**src/hw/rtl/obns_pkg.sv**
```systemverilog
// Shared types and constants for the octave bilinear noise sampler.
package obns_pkg;

    localparam int NP_SIZE_DEF    = 128;
    localparam int DEC_BITS_DEF   = 12;
    localparam int PACK_SHIFT_DEF = 4;
    localparam int MAX_PACKS_DEF  = 4;

    localparam int TABLE_DEPTH = 65536;
    localparam int TABLE_AW    = 16;
    localparam int TEXEL_W     = 16;
    localparam int COORD_W     = 32;
    localparam int HEIGHT_W    = 18;
    localparam int ACC_W       = 20;
    localparam int CFG_W       = 3;

    localparam logic signed [ACC_W-1:0] HS_MAX = ACC_W'(131071);
    localparam logic signed [ACC_W-1:0] HS_MIN = -ACC_W'(131072);

    localparam logic OP_WRITE  = 1'b0;
    localparam logic OP_SAMPLE = 1'b1;

    typedef enum logic [2:0] {
        ST_IDLE,
        ST_READ,
        ST_WAIT,
        ST_MUL_ROW,
        ST_ADD_ROW,
        ST_MUL_COL,
        ST_ACC,
        ST_DONE
    } obns_state_t;

    typedef struct packed {
        logic       wr_en;
        logic       load;
        logic       rd_en;
        logic [1:0] rd_sel;
        logic       mul_row;
        logic       add_row;
        logic       mul_col;
        logic       acc;
        logic       out_load;
    } obns_cmd_t;

    typedef struct packed {
        logic packs_zero;
        logic pack_last;
        logic out_busy;
    } obns_status_t;

endpackage

```
**src/hw/rtl/obns_ctrl.sv**
```systemverilog
// Sequencer for texel fetch, interpolation steps and result hand-off.
module obns_ctrl (
    input  logic                  aclk,
    input  logic                  aresetn,
    input  logic                  s_valid,
    input  logic                  s_operation,
    output logic                  s_ready,
    input  obns_pkg::obns_status_t status,
    output obns_pkg::obns_cmd_t   cmd
);
    import obns_pkg::*;

    obns_state_t state_reg, state_next;
    logic [1:0]  cnt_reg, cnt_next;

    always_ff @(posedge aclk) begin
        if (!aresetn) begin
            state_reg <= ST_IDLE;
            cnt_reg   <= '0;
        end else begin
            state_reg <= state_next;
            cnt_reg   <= cnt_next;
        end
    end

    always_comb begin
        state_next = state_reg;
        cnt_next   = cnt_reg;
        cmd        = '0;
        s_ready    = 1'b0;
        unique case (state_reg)
            ST_IDLE: begin
                s_ready  = 1'b1;
                cnt_next = '0;
                if (s_valid) begin
                    if (s_operation == OP_WRITE) begin
                        cmd.wr_en = 1'b1;
                    end else begin
                        cmd.load   = 1'b1;
                        state_next = status.packs_zero ? ST_DONE : ST_READ;
                    end
                end
            end
            ST_READ: begin
                cmd.rd_en  = 1'b1;
                cmd.rd_sel = cnt_reg;
                cnt_next   = cnt_reg + 2'd1;
                if (cnt_reg == 2'd3) begin
                    state_next = ST_WAIT;
                end
            end
            ST_WAIT:    state_next = ST_MUL_ROW;
            ST_MUL_ROW: begin
                cmd.mul_row = 1'b1;
                state_next  = ST_ADD_ROW;
            end
            ST_ADD_ROW: begin
                cmd.add_row = 1'b1;
                state_next  = ST_MUL_COL;
            end
            ST_MUL_COL: begin
                cmd.mul_col = 1'b1;
                state_next  = ST_ACC;
            end
            ST_ACC: begin
                cmd.acc    = 1'b1;
                state_next = status.pack_last ? ST_DONE : ST_READ;
            end
            ST_DONE: begin
                if (!status.out_busy) begin
                    cmd.out_load = 1'b1;
                    state_next   = ST_IDLE;
                end
            end
            default: state_next = ST_IDLE;
        endcase
    end
endmodule

```
**config.mk**
```make
export PLATFORM = sky130hd
export DESIGN_NAME = obns_ctrl
export DESIGN_NICKNAME = d
export VERILOG_FILES = /design/src/hw/rtl/obns_pkg.sv /design/src/hw/rtl/obns_ctrl.sv
export SDC_FILE = /design/constraint.sdc
export NUM_CORES = 1
export LEC_CHECK = 0
export BUFFER_PORTS_ARGS = -buffer_cell sky130_fd_sc_hd__buf_2
export CELL_PAD_IN_SITES_DETAIL_PLACEMENT = 0
export CELL_PAD_IN_SITES_GLOBAL_PLACEMENT = 1
export CORE_AREA = 2 2 39 41
export CTS_CLUSTER_DIAMETER = 120
export CTS_CLUSTER_SIZE = 12
export DETAILED_ROUTE_END_ITERATION = 16
export DIE_AREA = 0 0 41 43
export HOLD_SLACK_MARGIN = 0.08
export PLACE_DENSITY = 0.82
export SLEW_MARGIN = 20
export SYNTH_ARGS = -nofsm -noshare
export SYNTH_HDL_FRONTEND = slang
export SYNTH_SLANG_ARGS = --single-unit
```
**constraint.sdc**
```tcl
create_clock -name aclk -period 1.9 [get_ports aclk]
set_input_delay 0.19 -clock aclk [delete_from_list [all_inputs] [get_ports aclk]]
set_output_delay 0.19 -clock aclk [all_outputs]
set_load 0.1 [all_outputs]
```
After elaboration in Yosys (flattened, before gate mapping) --
Cells that the tools add are included.
Word-level totals: register bits after elaboration 5, bits in latches 0, RAM bits 0, bits in read-only memories 0, bits of input ports 7, output and inout bits 11, logic and storage cells 38, memories kept 0
Operators by class: add/sub/neg operators 1, $mul 0, div/mod/pow operators 0, magnitude comparators 0, equality and inequality tests 12, shifts and indexed selects 0, mux-type cells 20, bitwise gates (word level) 0, reduce and logical (&&, ||, !) cells 3
Operators with widths (number):
- $pmux W3 S8 | 1
- $mux W3 | 7
- $eq A3 B3 Y1 const B | 4
- $mux W1 | 9
- $ne A2 B2 Y1 const B | 4
- $eq A3 B2 Y1 const B | 2
- $mux W2 | 2
- $pmux W2 S2 | 1
- $reduce_and A4 Y1 | 1
- $eq A3 B1 Y1 const B | 1
- $logic_not A3 Y1 | 1
- $add A2 B1 Y2 const B | 1
- $eq A2 B2 Y1 const B | 1
- $reduce_bool A2 Y1 | 1

Logic depth before layout (Yosys ltp) --
Gate-level depths: netlist of the first run.
depth in word-level cells 4, mapped depth 4, depth with buffers taken out 4

Worst setup path after synthesis of the first run --
OpenSTA, ideal clock, no wires.
path type reg-to-output, start reg state_reg[2], end out cmd[9] (netlist name), arrival time 2724 ps, data required time 1710 ps, slack -1014 ps, cell stages (with the launch flop) 5, path buffers 1, cells stage by stage dfxtp_1 > buf_2 > nor3_4 > nand2_1 > nor2_1
RTL lines:
- from (decl) | line obns_ctrl.sv:13 | obns_state_t state_reg, state_next;
- from (signal assigned) | line obns_ctrl.sv:21 | state_reg <= state_next;
- to (decl) | line obns_ctrl.sv:9 | output obns_pkg::obns_cmd_t cmd

==> flow_metrics.env, run 1 <==
export IMPL_status="completed"
export IMPL_final_antenna_net_count=0
export IMPL_drcViolationCount=0
export IMPL_setup_ws_ps=113
export IMPL_path_max_fanout=15
export IMPL_drv_slew=0
export IMPL_critPathMaxStageDelay_ps=610
export IMPL_track_usage_pct=9.68
export IMPL_cap_violations=0
export IMPL_grt_pass1_vias=312
export IMPL_clk_path_buf_depth=2
export IMPL_slew_headroom_pct=67.4
export IMPL_clockRootBuffer="clkbuf_4"
export IMPL_numPortBuffers=17
export IMPL_period_share_pct=94.1
export IMPL_tightest_slew_ps=488
export IMPL_syn_to_final_growth_pct=36.8
export IMPL_syn_num_nets=55
export IMPL_worstSkewPairLatency_ps=230
export IMPL_tritoncts="built"
export IMPL_yosys_register_bits=5
export IMPL_fin_util_pct=38.3
export IMPL_rsz0062_at_grt="no"
export IMPL_layout_common_cells="buf_2 (16), o21ai_0 (4), clkbuf_4 (4), nor2_2 (3), dfxtp_1 (3)"
export IMPL_fin_nets=74
export IMPL_grt_max_degree=16
export IMPL_num_antenna_cells=0
export IMPL_place_hpwl_um=641
export IMPL_via_per_inst=4.85
export IMPL_hold_depth=2
export IMPL_fin_crit_ps=1790
export IMPL_path_class="reg -> out"
export IMPL_antenna_found_initial=0
export IMPL_worstPathRequired_ps=1710
export IMPL_cp_start_kind="flop"
export IMPL_grt_first_pass_wirelength_um=1170
export IMPL_coreArea_sq_um=1380
export IMPL_rows=14
export IMPL_synth_area_sq_um=388
export IMPL_die_h_um=43
export IMPL_syn_area_per_cell_sq_um=8.25
export IMPL_min_path_type="in -> reg"
export IMPL_cp_cell_sequence="nand2_1, nor2_2, buf_2"
export IMPL_syn_inst=47
export IMPL_firstDrtPassIters=4
export IMPL_arrival_ps=1600
export IMPL_drtIter0Drc=5
export IMPL_detail_route_wl_per_cell_um=9.88
export IMPL_clkTransAtPathRegs_ps=40
export IMPL_gp_congestion=0.751
export IMPL_htreeDepth=1
export IMPL_numClockSinks=5
export IMPL_dpl_worst_slack_ps=278
export IMPL_io_pins=18
export IMPL_critPathCaptureType="output port"
export IMPL_vias=393
export IMPL_die_width_um=41
export IMPL_cts_made_buffers=3
export IMPL_finClkSkew_ps=0.481
export IMPL_synth_cell_types=29
export IMPL_place_inst=77
export IMPL_largest_reg_flops=3
export IMPL_synth_warnings=0
export IMPL_layout_commonest_cell="buf_2"
export IMPL_slowest_stage="dfxtp_1"
export IMPL_start_util_pct=28.0
export IMPL_ys_seq_area_share_pct=25.8
export IMPL_layout_drive_gt1_share_pct=55.4
export IMPL_overflow=0
export IMPL_dieArea_sq_um=1760
export IMPL_finalSetupViolCount=0
export IMPL_cts_hold_buf=0
export IMPL_routed_wl_um=800
export IMPL_stdcell_count=81
export IMPL_r2r_cells=3
export IMPL_hold_viol_final=0
export IMPL_fmax_mhz=560
[layout make-up]
cell class | count | area [sq um]
Clock buffer | 4 | 26.3
Fill cell | 143 | 853
Inverter | 2 | 7.51
Multi-Input combinational cell | 37 | 287
Sequential cell | 5 | 103
Tap cell | 16 | 20.0
Timing Repair Buffer | 17 | 87.6
[logic make-up after synthesis]
group	count (synthesis)	share of synthesized area, %
AOI/OAI and AO/OA	14	28.7
adders and majority gates	1	3.23
buffers and inverters	5	8.06
DFF	5	25.8
and+or+nand+nor	22	34.2
[Yosys cell counts]
master | count | area (sq um)
a2111o_1 | 1 | 11.3
a211oi_1 | 1 | 7.51
a211oi_2 | 1 | 12.5
a21boi_0 | 2 | 15.0
a21oi_1 | 1 | 5.00
a2bb2oi_2 | 1 | 15.0
a31oi_1 | 1 | 6.26
and2_1 | 3 | 18.8
and3_1 | 2 | 12.5
and3_2 | 1 | 7.51
and3b_2 | 1 | 10.0
buf_2 | 1 | 5.00
buf_4 | 1 | 7.51
buf_6 | 1 | 11.3
dfxtp_1 | 5 | 100
ha_1 | 1 | 12.5
inv_1 | 2 | 7.51
nand2_1 | 2 | 7.51
nand2b_1 | 1 | 6.26
nand3_1 | 1 | 5.00
nand3b_1 | 1 | 7.51
nor2_1 | 5 | 18.8
nor2_2 | 1 | 6.26
nor2b_1 | 1 | 6.26
nor3_1 | 2 | 10.0
nor3_4 | 1 | 16.3
o21ai_0 | 4 | 20.0
o311a_1 | 1 | 10.0
o311ai_1 | 1 | 8.76
[through the flow]
step / hold slack [ps] / TNS, ps / instance area (sq um)
6_report: 235 / 0 / 531
5_1_grt: 234 / 0 / 531
4_1_cts: 236 / 0 / 527
3_5_place_dp: 486 / 0 / 500
3_3_place_gp: 491 / 0 / 500
2_1_floorplan: 336 / -931 / 419
[worst paths after layout]
path | start | to | slack, ps
worst max-delay path | state_reg[2] | cmd[1] | 110
worst min-delay path | aresetn | state_reg[0] | 230
worst max register to register | state_reg[2] | state_reg[2] | 600
worst min register to register | cnt_reg[1] | cnt_reg[1] | 510
[critical path: cells and delay by family (launching register included)]
kind                   cells  cell delay, ps
buffers and inverters      1             430
DFF                        1             610
and+or+nand+nor            2             320
[per-layer routing]
metal  vias up  GRT usage (%)  share of wire, %
li1        206              -                 -
met1       174           11.7                44
met2        13           14.1                49
met3         0           1.57               6.1
met4         0           8.00                 0
met5         -              0                 0
[repair_timing]
action,in CTS,in global routing
resized for setup,0,2
setup endpoints to repair,0,3
setup buffers,0,0
Power of run 1 is left out: the tool's default activity adds up to more than one toggle a clock period on the data nets, which glitch-free logic cannot reach.
==> run 2: changes to the inputs <==
==> constraint.sdc (replaced) <==
create_clock -name aclk -period 2.3 [get_ports aclk]
set_input_delay 0.23 -clock aclk [delete_from_list [all_inputs] [get_ports aclk]]
set_output_delay 0.23 -clock aclk [all_outputs]
set_load 0.1 [all_outputs]
==> run 2 against run 1 <==
  * Global-route usage rose by 2.1 points
  * Via count grew 3.1%
  * Sequential cell count is the same
  * Critical endpoint is now cmd[0]
==> flow_metrics.env, run 2 (same netlist as run 1, synthesis figures left out) <==
export IMPL_layout_drive_gt1_share_pct=49.2
export IMPL_antenna_found_initial=0
export IMPL_die_h_um=43
export IMPL_post_cts_buffers=0
export IMPL_tightest_slew_ps=556
export IMPL_setup_ws_ps=428
export IMPL_final_antenna_net_count=0
export IMPL_drv_slew=0
export IMPL_fin_crit_ps=1870
export IMPL_detail_route_wl_per_cell_um=10.5
export IMPL_num_antenna_cells=0
export IMPL_firstDrtPassIters=3
export IMPL_cts_made_buffers=3
export IMPL_finClkSkew_ps=3.30
export IMPL_clk_path_buf_depth=2
export IMPL_die_width_um=41
export IMPL_coreArea_sq_um=1380
export IMPL_numClockSinks=5
export IMPL_fillers=151
export IMPL_grt_first_pass_wirelength_um=1370
export IMPL_place_hpwl_um=632
export IMPL_drtIter0Drc=4
export IMPL_cap_violations=0
export IMPL_hold_depth=2
export IMPL_finalSetupViolCount=0
export IMPL_rsz0062_at_grt="no"
export IMPL_cts_repair_resized=0
export IMPL_min_to="state_reg[0]"
export IMPL_fin_nets=74
export IMPL_min_path_type="in -> reg"
export IMPL_drcViolationCount=0
export IMPL_track_usage_pct=11.8
export IMPL_gp_congestion=0.716
export IMPL_via_per_inst=5.00
export IMPL_layout_common_cells="buf_2 (17), dfxtp_1 (5), o21ai_0 (4)"
export IMPL_arrival_ps=1640
export IMPL_dpl_worst_slack_ps=675
export IMPL_slowest_stage="dfxtp_1"
export IMPL_worstHoldStart="aresetn"
export IMPL_rrSetupSlack_ps=990
export IMPL_cp_start_kind="flop"
export IMPL_period_share_pct=81.4
export IMPL_fin_tns_setup_ps=0
export IMPL_tritoncts="built"
export IMPL_r2r_start="state_reg[0]"
export IMPL_r2r_cells=3
export IMPL_routed_wl_um=850
export IMPL_htreeDepth=1
export IMPL_path_class="reg -> out"
export IMPL_path_max_fanout=12
export IMPL_crit_family="buffers and inverters"
export IMPL_syn_to_final_growth_pct=31.3
export IMPL_worstPathRequired_ps=2070
export IMPL_hold_viol_final=0
export IMPL_io_pins=18
export IMPL_grt_pass1_vias=336
export IMPL_cts_hold_buf=0
export IMPL_clockRootBuffer="clkbuf_4"
export IMPL_path_buf_inv=2
export IMPL_largest_reg_flops=3
export IMPL_cp_cell_sequence="inv_1, nor3_2, buf_2"
export IMPL_start_util_pct=28.0
export IMPL_overflow=0
export IMPL_rr_endpoint="state_reg[2]"
export IMPL_clkTransAtPathRegs_ps=40
export IMPL_critPathMaxStageDelay_ps=570
export IMPL_layout_commonest_cell="buf_2"
export IMPL_critPathCaptureType="output port"
export IMPL_rows=14
export IMPL_grt_max_degree=16
export IMPL_vias=405
export IMPL_numPortBuffers=17
export IMPL_slew_headroom_pct=62.9
export IMPL_fmax_mhz=534
export IMPL_worstSkewPairLatency_ps=240
export IMPL_status="completed"
export IMPL_dieArea_sq_um=1760
-- run 2: cell count changes in the layout (fill, tap and decap cells not counted) --
cell / delta
nor2_4: -1
clkbuf_4: -1
nand2_2: -1
nor2_1: +1
dfxtp_1: +2
nor3_2: +1
buf_2: +1
nand2_1: +1
dfxtp_2: -2
nor3_4: -1
-- run 2: worst max path at each step --
stage	start	end	depth (start not counted)
2_1_floorplan	state_reg[2]	cmd[9]	4
3_3_place_gp	state_reg[0]	cmd[0]	3
3_5_place_dp	state_reg[0]	cmd[0]	3
4_1_cts	state_reg[0]	cmd[0]	3
5_1_grt	state_reg[1]	cmd[0]	3
6_report	state_reg[0]	cmd[0]	3
-- run 2: metal layers --
metal / global-route usage [%] / share of wire, % / vias to the layer above
li1: - / - / 210
met4: 6.00 / 0.94 / 0
met3: 6.28 / 6.8 / 2
met1: 15.6 / 46 / 181
met5: 0 / 0 / -
met2: 15.0 / 47 / 12
-- run 2: area by class of cell --
class / count / area [sq um] / share of cell area, %
clock buffer: 4 / 26.3 / 5.16
inverter: 2 / 7.51 / 1.47
multi-input combinational: 37 / 270 / 53.1
sequential: 5 / 100 / 19.7
tap: 16 / 20.0 / 3.93
timing repair buffer: 17 / 85.1 / 16.7
-- run 2: through the flow --
step / util [%] / hold slack [ps] / cells / cell area [sq um]
final: 36.8 / 272 / 81 / 509
after global placement: 34.9 / 496 / 77 / 483
after detailed placement: 34.9 / 501 / 77 / 483
after CTS: 36.8 / 268 / 81 / 509
after floorplan: - / 376 / 47 / 402
after global routing: 36.8 / 272 / 81 / 509
-- run 2: worst reg2reg max path, delay by kind of cell, from the launching register on --
family	cells	cell delay (ps)
AO/OA/AOI/OAI	2	470
flip-flops	1	570
AND/OR/NAND/NOR	1	150
Power of run 2 is left out for the same reason.
==> run 3: changes to the inputs <==
--- a/config.mk
+++ b/config.mk
@@ -8,13 +8,13 @@
 export BUFFER_PORTS_ARGS = -buffer_cell sky130_fd_sc_hd__buf_2
 export CELL_PAD_IN_SITES_DETAIL_PLACEMENT = 0
 export CELL_PAD_IN_SITES_GLOBAL_PLACEMENT = 1
-export CORE_AREA = 2 2 39 41
+export CORE_AREA = 2 2 41 43
 export CTS_CLUSTER_DIAMETER = 120
 export CTS_CLUSTER_SIZE = 12
 export DETAILED_ROUTE_END_ITERATION = 16
-export DIE_AREA = 0 0 41 43
+export DIE_AREA = 0 0 43 45
 export HOLD_SLACK_MARGIN = 0.08
-export PLACE_DENSITY = 0.82
+export PLACE_DENSITY = 0.79
 export SLEW_MARGIN = 20
 export SYNTH_ARGS = -nofsm -noshare
 export SYNTH_HDL_FRONTEND = slang
==> constraint.sdc (replaced) <==
create_clock -name aclk -period 1.7 [get_ports aclk]
set_input_delay 0.17 -clock aclk [delete_from_list [all_inputs] [get_ports aclk]]
set_output_delay 0.17 -clock aclk [all_outputs]
set_load 0.1 [all_outputs]
==> run 3 against run 2 <==
  * Utilization is 8.4 points higher
  * Non-clock buffer count did not move
  * Worst hold slack lost 60 ps
  * Via count grew 0.25%
  * Register-to-register slack worse by 450 ps
  * Global-route usage decreased by 1.9 points
  * Setup slack got worse by 270 ps
  * Critical path type unchanged
==> flow_metrics.env, run 3 (same netlist as run 1, synthesis figures left out) <==
export IMPL_r2r_cells=3
export IMPL_fin_area_sq_um=664
export IMPL_die_h_um=45
export IMPL_gp_congestion=0.714
export IMPL_layout_drive_gt1_share_pct=56.9
export IMPL_rows=14
export IMPL_via_per_inst=5.01
export IMPL_hold_viol_final=0
export IMPL_grt_pass1_vias=342
export IMPL_routed_wl_um=859
export IMPL_drcViolationCount=0
export IMPL_start_util_pct=26.4
export IMPL_largest_reg_flops=3
export IMPL_worstPathRequired_ps=1530
export IMPL_coreArea_sq_um=1470
export IMPL_status="completed"
export IMPL_startpoint="state_reg[0]"
export IMPL_clk_path_buf_depth=2
export IMPL_firstDrtPassIters=2
export IMPL_io_pins=18
export IMPL_cts_made_buffers=3
export IMPL_num_antenna_cells=0
export IMPL_detail_route_wl_per_cell_um=10.6
export IMPL_rrSetupSlack_ps=540
export IMPL_period_share_pct=90.5
export IMPL_tritoncts="built"
export IMPL_clockRootBuffer="clkbuf_4"
export IMPL_antenna_found_initial=0
export IMPL_path_class="reg -> out"
export IMPL_track_usage_pct=9.85
export IMPL_worstSkewPairLatency_ps=240
export IMPL_fin_crit_ps=1540
export IMPL_finalSetupViolCount=0
export IMPL_tightest_slew_ps=485
export IMPL_slew_headroom_pct=67.9
export IMPL_grt_max_degree=16
export IMPL_die_width_um=43
export IMPL_rr_endpoint="state_reg[2]"
export IMPL_place_hpwl_um=657
export IMPL_htreeDepth=1
export IMPL_final_antenna_net_count=0
export IMPL_overflow=0
export IMPL_cp_start_kind="flop"
export IMPL_drv_slew=0
export IMPL_fmax_mhz=650
export IMPL_cts_hold_buf=0
export IMPL_numPortBuffers=17
export IMPL_grt_first_pass_wirelength_um=1400
export IMPL_layout_commonest_cell="buf_12"
export IMPL_fin_nets=74
export IMPL_drtIter0Drc=2
export IMPL_critPathCaptureType="output port"
export IMPL_rsz0062_at_grt="no"
export IMPL_finClkSkew_ps=4.67
export IMPL_r2r_start="state_reg[0]"
export IMPL_min_path_type="in -> reg"
export IMPL_dpl_cell_area_sq_um=636
export IMPL_arrival_ps=1370
export IMPL_fillers=142
export IMPL_syn_to_final_growth_pct=71.3
export IMPL_path_max_fanout=12
export IMPL_clkTransAtPathRegs_ps=40
export IMPL_numClockSinks=5
export IMPL_layout_common_cells="buf_12 (9), buf_2 (8), o21ai_0 (4)"
export IMPL_dieArea_sq_um=1940
export IMPL_cap_violations=0
export IMPL_vias=406
export IMPL_endpoint="cmd[5]"
-- run 3: cell count changes in the layout (fill, tap and decap cells not counted) --
cell / change
nor2_1: -1
buf_12: +9
nand2_1: -1
dfxtp_1: -3
nand2_2: +1
nor3_4: +1
buf_2: -9
nor3_2: -1
nor2_4: +1
dfxtp_2: +3
-- run 3: worst min-delay path by stage --
stage,start,endpoint,cells after the start
3_3_place_gp,aresetn,cnt_reg[1],2
5_1_grt,aresetn,state_reg[0],2
3_5_place_dp,aresetn,state_reg[0],2
4_1_cts,aresetn,state_reg[0],2
6_report,aresetn,state_reg[0],2
2_1_floorplan,aresetn,state_reg[0],1
-- run 3: critical path, cell delays in order, from the launching register on --
cell and delay [ps]:
dfxtp_2 460, nand2b_1 120, nor2_2 170, and2_2 200, buf_12 170
-- run 3: what timing repair did --
action	CTS	global route
resized for setup	1	1
buffers inserted	0	0
endpoints found under the setup margin	3	5
-- run 3: routing by layer --
layer	vias to the layer above	part of all wire, %	track usage (%)
li1	210	-	-
met1	183	49	13.0
met4	0	0.81	5.45
met2	11	43	13.9
met5	-	0	0
met3	2	6.4	3.60
-- run 3: area by class of cell --
type / instances / area (sq um) / share of cell area [%]
multi-input combinational: 37 / 287 / 43.1
clock buffer: 4 / 26.3 / 3.95
timing repair buffer: 17 / 220 / 33.1
sequential: 5 / 104 / 15.6
inverter: 2 / 7.51 / 1.13
tap: 16 / 20.0 / 3.01
-- run 3: metrics by stage --
step                      utilization (%)  TNS, ps  hold WS, ps  setup slack, ps  instances
after CTS                            45.1        0          204             10.6         81
after global placement               43.2        0          469              266         77
after detailed placement             43.2        0          463              227         77
final                                45.2        0          212              162         81
after floorplan                         -    -1650          316             -439         47
after global routing                 45.2        0          211             71.6         81
Power of run 3 is left out for the same reason.
